`config.mk`:
```
export PLATFORM = sky130hd
export DESIGN_NAME = bps_ctrl
export DESIGN_NICKNAME = d
export VERILOG_FILES = /design/src/bps_pkg.sv /design/src/bps_ctrl.sv
export SDC_FILE = /design/constraint.sdc
export NUM_CORES = 1
export LEC_CHECK = 0
export ABC_CLOCK_PERIOD_IN_PS = 1410
export BUFFER_PORTS_ARGS = -buffer_cell sky130_fd_sc_hd__buf_2
export CAP_MARGIN = 20
export CELL_PAD_IN_SITES_DETAIL_PLACEMENT = 0
export CELL_PAD_IN_SITES_GLOBAL_PLACEMENT = 1
export CORE_MARGIN = 4
export CORE_UTILIZATION = 34
export DETAILED_ROUTE_END_ITERATION = 8
export GPL_TIMING_DRIVEN = 0
export PLACE_DENSITY = 0.75
export SLEW_MARGIN = 20
export SYNTH_ARGS = -nofsm -noshare
export SYNTH_HDL_FRONTEND = slang
export SYNTH_SLANG_ARGS = --single-unit
```
`constraint.sdc`:
```
create_clock -name clk -period 1.41 [get_ports clk]
set_input_delay 0.0705 -clock clk [delete_from_list [all_inputs] [get_ports clk]]
set_output_delay 0.0705 -clock clk [all_outputs]
set_load 0.005 [all_outputs]
```
`src/bps_pkg.sv`:
```
// Shared types and constants for the binned pattern similarity unit.
`timescale 1ns / 1ps
`default_nettype none
package bps_pkg;

  // Metric codes held in the configuration register.
  localparam logic [1:0] METRIC_COSINE = 2'd0;
  localparam logic [1:0] METRIC_INTERSECT = 2'd1;
  localparam logic [1:0] METRIC_EUCLID = 2'd2;

  // Q1.16 value of 1.0.
  localparam logic [16:0] ONE_Q16 = 17'h10000;

  // Sequencer step counts.
  localparam int DIV_STEPS = 82;
  localparam int SQRT_STEPS = 16;

  // Datapath operation codes.
  localparam logic [3:0] OP_NONE = 4'd0;
  localparam logic [3:0] OP_PREP = 4'd1;
  localparam logic [3:0] OP_DIV_LOAD = 4'd2;
  localparam logic [3:0] OP_DIV_STEP = 4'd3;
  localparam logic [3:0] OP_SQRT_LOAD = 4'd4;
  localparam logic [3:0] OP_SQRT_STEP = 4'd5;
  localparam logic [3:0] OP_EUC_SQ = 4'd6;
  localparam logic [3:0] OP_EUC_LO = 4'd7;
  localparam logic [3:0] OP_EUC_HI = 4'd8;
  localparam logic [3:0] OP_EUC_CMP = 4'd9;
  localparam logic [3:0] OP_LOAD = 4'd10;

  // Commands from the controller to the datapath.
  typedef struct packed {
    logic       acc;
    logic [3:0] op;
  } bps_cmd_t;

  // Status from the datapath to the controller.
  typedef struct packed {
    logic [1:0] metric;
    logic       zero_case;
    logic       search_done;
    logic       out_free;
  } bps_status_t;

endpackage
`default_nettype wire

```
`src/bps_ctrl.sv`:
```
// Controller state machine that sequences accumulation and the result computation.
`timescale 1ns / 1ps
`default_nettype none
module bps_ctrl
  import bps_pkg::*;
(
  input  wire logic        clk,
  input  wire logic        rst,
  input  wire logic        in_valid,
  input  wire logic        in_last,
  output logic             in_ready,
  input  wire bps_status_t status,
  output bps_cmd_t         cmd
);

  localparam logic [3:0] ST_ACC = 4'd0;
  localparam logic [3:0] ST_PREP = 4'd1;
  localparam logic [3:0] ST_DIV_LOAD = 4'd2;
  localparam logic [3:0] ST_DIV = 4'd3;
  localparam logic [3:0] ST_SQRT_LOAD = 4'd4;
  localparam logic [3:0] ST_SQRT = 4'd5;
  localparam logic [3:0] ST_EM1 = 4'd6;
  localparam logic [3:0] ST_EM2 = 4'd7;
  localparam logic [3:0] ST_EM3 = 4'd8;
  localparam logic [3:0] ST_EM4 = 4'd9;
  localparam logic [3:0] ST_DONE = 4'd10;

  logic [3:0] state;
  logic [3:0] state_next;
  logic [6:0] step_cnt;
  logic [6:0] step_cnt_next;

  // Next state and command decode.
  always_comb begin
    state_next = state;
    step_cnt_next = step_cnt + 7'd1;
    in_ready = 1'b0;
    cmd.acc = 1'b0;
    cmd.op = OP_NONE;
    case (state)
      ST_ACC: begin
        in_ready = 1'b1;
        cmd.acc = in_valid;
        if (in_valid && in_last) begin
          state_next = ST_PREP;
        end
      end
      ST_PREP: begin
        cmd.op = OP_PREP;
        case (status.metric)
          METRIC_COSINE, METRIC_INTERSECT: begin
            state_next = status.zero_case ? ST_DONE : ST_DIV_LOAD;
          end
          METRIC_EUCLID: state_next = ST_EM1;
          default: state_next = ST_DONE;
        endcase
      end
      ST_DIV_LOAD: begin
        cmd.op = OP_DIV_LOAD;
        step_cnt_next = 7'd0;
        state_next = ST_DIV;
      end
      ST_DIV: begin
        cmd.op = OP_DIV_STEP;
        if (step_cnt == 7'(DIV_STEPS - 1)) begin
          state_next = (status.metric == METRIC_COSINE) ? ST_SQRT_LOAD : ST_DONE;
        end
      end
      ST_SQRT_LOAD: begin
        cmd.op = OP_SQRT_LOAD;
        step_cnt_next = 7'd0;
        state_next = ST_SQRT;
      end
      ST_SQRT: begin
        cmd.op = OP_SQRT_STEP;
        if (step_cnt == 7'(SQRT_STEPS - 1)) begin
          state_next = ST_DONE;
        end
      end
      ST_EM1: begin
        if (status.search_done) begin
          state_next = ST_DONE;
        end else begin
          cmd.op = OP_EUC_SQ;
          state_next = ST_EM2;
        end
      end
      ST_EM2: begin
        cmd.op = OP_EUC_LO;
        state_next = ST_EM3;
      end
      ST_EM3: begin
        cmd.op = OP_EUC_HI;
        state_next = ST_EM4;
      end
      ST_EM4: begin
        cmd.op = OP_EUC_CMP;
        state_next = ST_EM1;
      end
      ST_DONE: begin
        if (status.out_free) begin
          cmd.op = OP_LOAD;
          state_next = ST_ACC;
        end
      end
      default: state_next = ST_ACC;
    endcase
  end

  // State and step counter registers.
  always_ff @(posedge clk) begin
    if (rst) begin
      state <= ST_ACC;
      step_cnt <= 7'd0;
    end else begin
      state <= state_next;
      step_cnt <= step_cnt_next;
    end
  end

endmodule
`default_nettype wire

```
==> results.sh <==
export IMPL_status="complete, no violations"
export IMPL_crit_required_ns=1.56
export IMPL_synth_flop_cell="dfxtp_1"
export IMPL_endpoint="state[3]"
export IMPL_wirelength_microns=1510
export IMPL_r2r_end="state[3]"
export IMPL_cts_sinks=11
export IMPL_initial_core_util=0.362
export IMPL_drc=0
export IMPL_drtAntennaViolNets=0
export IMPL_finalClockSkew_ns=0.00337
export IMPL_max_stage_delay_ns=0.31
export IMPL_cts_buffers=3
export IMPL_cts_hold_repair_buffers=0
export IMPL_nets=127
export IMPL_drt_iter0_markers=11
export IMPL_syn_to_final_growth_pct=36.1
export IMPL_yosysUniqueCellTypes=37
export IMPL_arrival_ns=1.48
export IMPL_io_pins=15
export IMPL_wl_per_cell_microns=10.6
export IMPL_synthTopCellsByArea="dfxtp_1, nor2_1, a21oi_1"
export IMPL_rr_startpoint="state[3]"
export IMPL_num_vias=685
export IMPL_power_density_nw_per_um2=1740
export IMPL_layout_min_cycle_time_ns=1.33
export IMPL_grt_pass1_wl_microns=2500
export IMPL_grt_max_degree=11
export IMPL_holdWs_ns=0.0238
export IMPL_crit_start="state[3]"
export IMPL_die_area_sq_um=2910
export IMPL_setup_violations=0
export IMPL_die_w_microns=54.0
export IMPL_crit_family="simple AND/OR/NAND/NOR gates"
export IMPL_insertion_delay_ns=0.27
export IMPL_synth_top_cell_by_area="dfxtp_1"
export IMPL_dp_hpwl_microns=1070
export IMPL_syn_area_per_cell_sq_um=7.98
export IMPL_vias_per_cell=4.82
export IMPL_tns_ns=0
export IMPL_ys_seq_area_frac=0.307
export IMPL_coreArea_sq_um=1980
export IMPL_async_flop_share=0
export IMPL_cp_cell_sequence="buf_4 > and2b_2 > inv_1 > nor3_1 > o31ai_1 > a21oi_1"
export IMPL_rsz0062_at_grt="yes"
export IMPL_synth_top_area_frac=0.307
export IMPL_cp_num_cells=6
export IMPL_die_y_microns=54.0
export IMPL_n_antenna_cell=0
export IMPL_ir_worst_vdd_v=0.000764
export IMPL_setup_worst_path_start_class="register"
export IMPL_grt_pass1_vias=597
export IMPL_syn_nets=101
export IMPL_synth_area_sq_um=718
export IMPL_fillers=199
export IMPL_fin_crit_sh=0.943
export IMPL_cp_end_kind="register"
export IMPL_p_leak_nw=0.414
export IMPL_num_rows=16
export IMPL_drive_above_1_share=0.374
export IMPL_reg2regPathDepth=6
export IMPL_worstMarginPinSlew_ns=0.260
export IMPL_cts_buffer_depth=2
export IMPL_crit_type="register to register"
export IMPL_htree_num_levels=1
export IMPL_synth_edf_count=0
export IMPL_clk_pin_slew_ns=0.07
export IMPL_r2r_slack_ns=0.08
export IMPL_grt_ovfl_total=0
export IMPL_fmax_ghz=0.752
export IMPL_slowest_stage="dfxtp_1"
export IMPL_place_congestion=0.747
export IMPL_netlist_instances=90
export IMPL_first_pass_iters=4
export IMPL_slew_headroom=0.826
export IMPL_path_max_fanout=10
export IMPL_synth_warnings=0
export IMPL_ys_ff_latch=11
export IMPL_antenna_found_initial=0
export IMPL_clockRootBuffer="clkbuf_4"
export IMPL_maxSlewViolCount=0
export IMPL_timing_final_hold_violations=0
export IMPL_port_buffers=14
export IMPL_grt_total_usage=0.115
export IMPL_max_cap_violations=0
export IMPL_min_path_type="input pin to register"
export IMPL_cts_tree="done"
export IMPL_netlist_top_cells_count="dfxtp_1, nor2_1, a21oi_1, nand2_1, nand3_1"
export IMPL_critPathBufInv=2
==> cells by family after synthesis <==
| family | synth area share |
|---|---|
| DFF | 0.307 |
| AOI/OAI and AO/OA | 0.193 |
| and+or+nand+nor | 0.310 |
| adders and majority gates | 0.0348 |
| muxes | 0.0279 |
| xor gates and xnor gates | 0.0610 |
| buffers and inverters | 0.0662 |
==> flip-flops by register name, indices dropped and copies added, names as in the netlist <==
signal    cells
state         4
step_cnt      7
==> metrics by stage <==
stage	worst slack, ns	area, sq um	cells	total power [mW]	utilization
finish	0.0804	977	142	1.70	0.493
global route	-0.0140	977	142	1.85	0.493
CTS	-0.0283	866	136	1.52	0.437
detailed placement	-0.0692	822	131	1.28	0.415
global placement	-0.0632	822	131	1.27	0.415
floorplan	0.0622	718	90	1.06	-
==> layout make-up <==
cell class | instances | area, sq um | area share
plain buffers | 5 | 45.0 | 0.0461
multi-input cells | 70 | 502 | 0.513
inverters | 4 | 17.5 | 0.0179
repair buffers | 21 | 123 | 0.125
well taps | 27 | 33.8 | 0.0346
clock buffers | 4 | 26.3 | 0.0269
flip-flops and latches | 11 | 230 | 0.236
==> repair_timing <==
action / CTS / global route
resized for setup: 4 / 23
pin swaps: 1 / 5
setup endpoints to repair: 7 / 8
setup buffers: 1 / 6
==> worst min path at each step <==
stage,to,cells past startpoint,start
after detailed placement,state[0],2,rst
after global routing,state[2],2,rst
after CTS,state[0],2,rst
after global placement,state[0],2,rst
final,state[1],2,rst
after floorplan,state[0],1,rst
==> layout by cell type (no fill, tap or decap), types with 2 or more instances in the layout <==
master,count
buf_2,14
nor2_1,11
buf_4,10
dfxtp_1,7
nand2_1,6
a21oi_1,6
nand3_1,5
a31oi_1,4
inv_1,3
o21ai_0,3
xnor2_1,3
clkbuf_4,3
buf_6,2
or2b_1,2
and2_1,2
o21a_1,2
mux2i_1,2
xor2_1,2
dfxtp_2,2
dfxtp_4,2
==> routing by layer <==
layer	routed length [microns]	vias up	GRT usage
met5	0	-	0
met4	0	0	0.0255
met3	95	0	0.0416
met2	624	15	0.177
met1	790	304	0.150
li1	-	366	-
==> power breakdown <==
part / switching (mW) / internal, mW
clock: 0.104 / 0.109
combinational: 0.526 / 0.498
sequential: 0.0565 / 0.405
(Power assumes the default switching activity.)
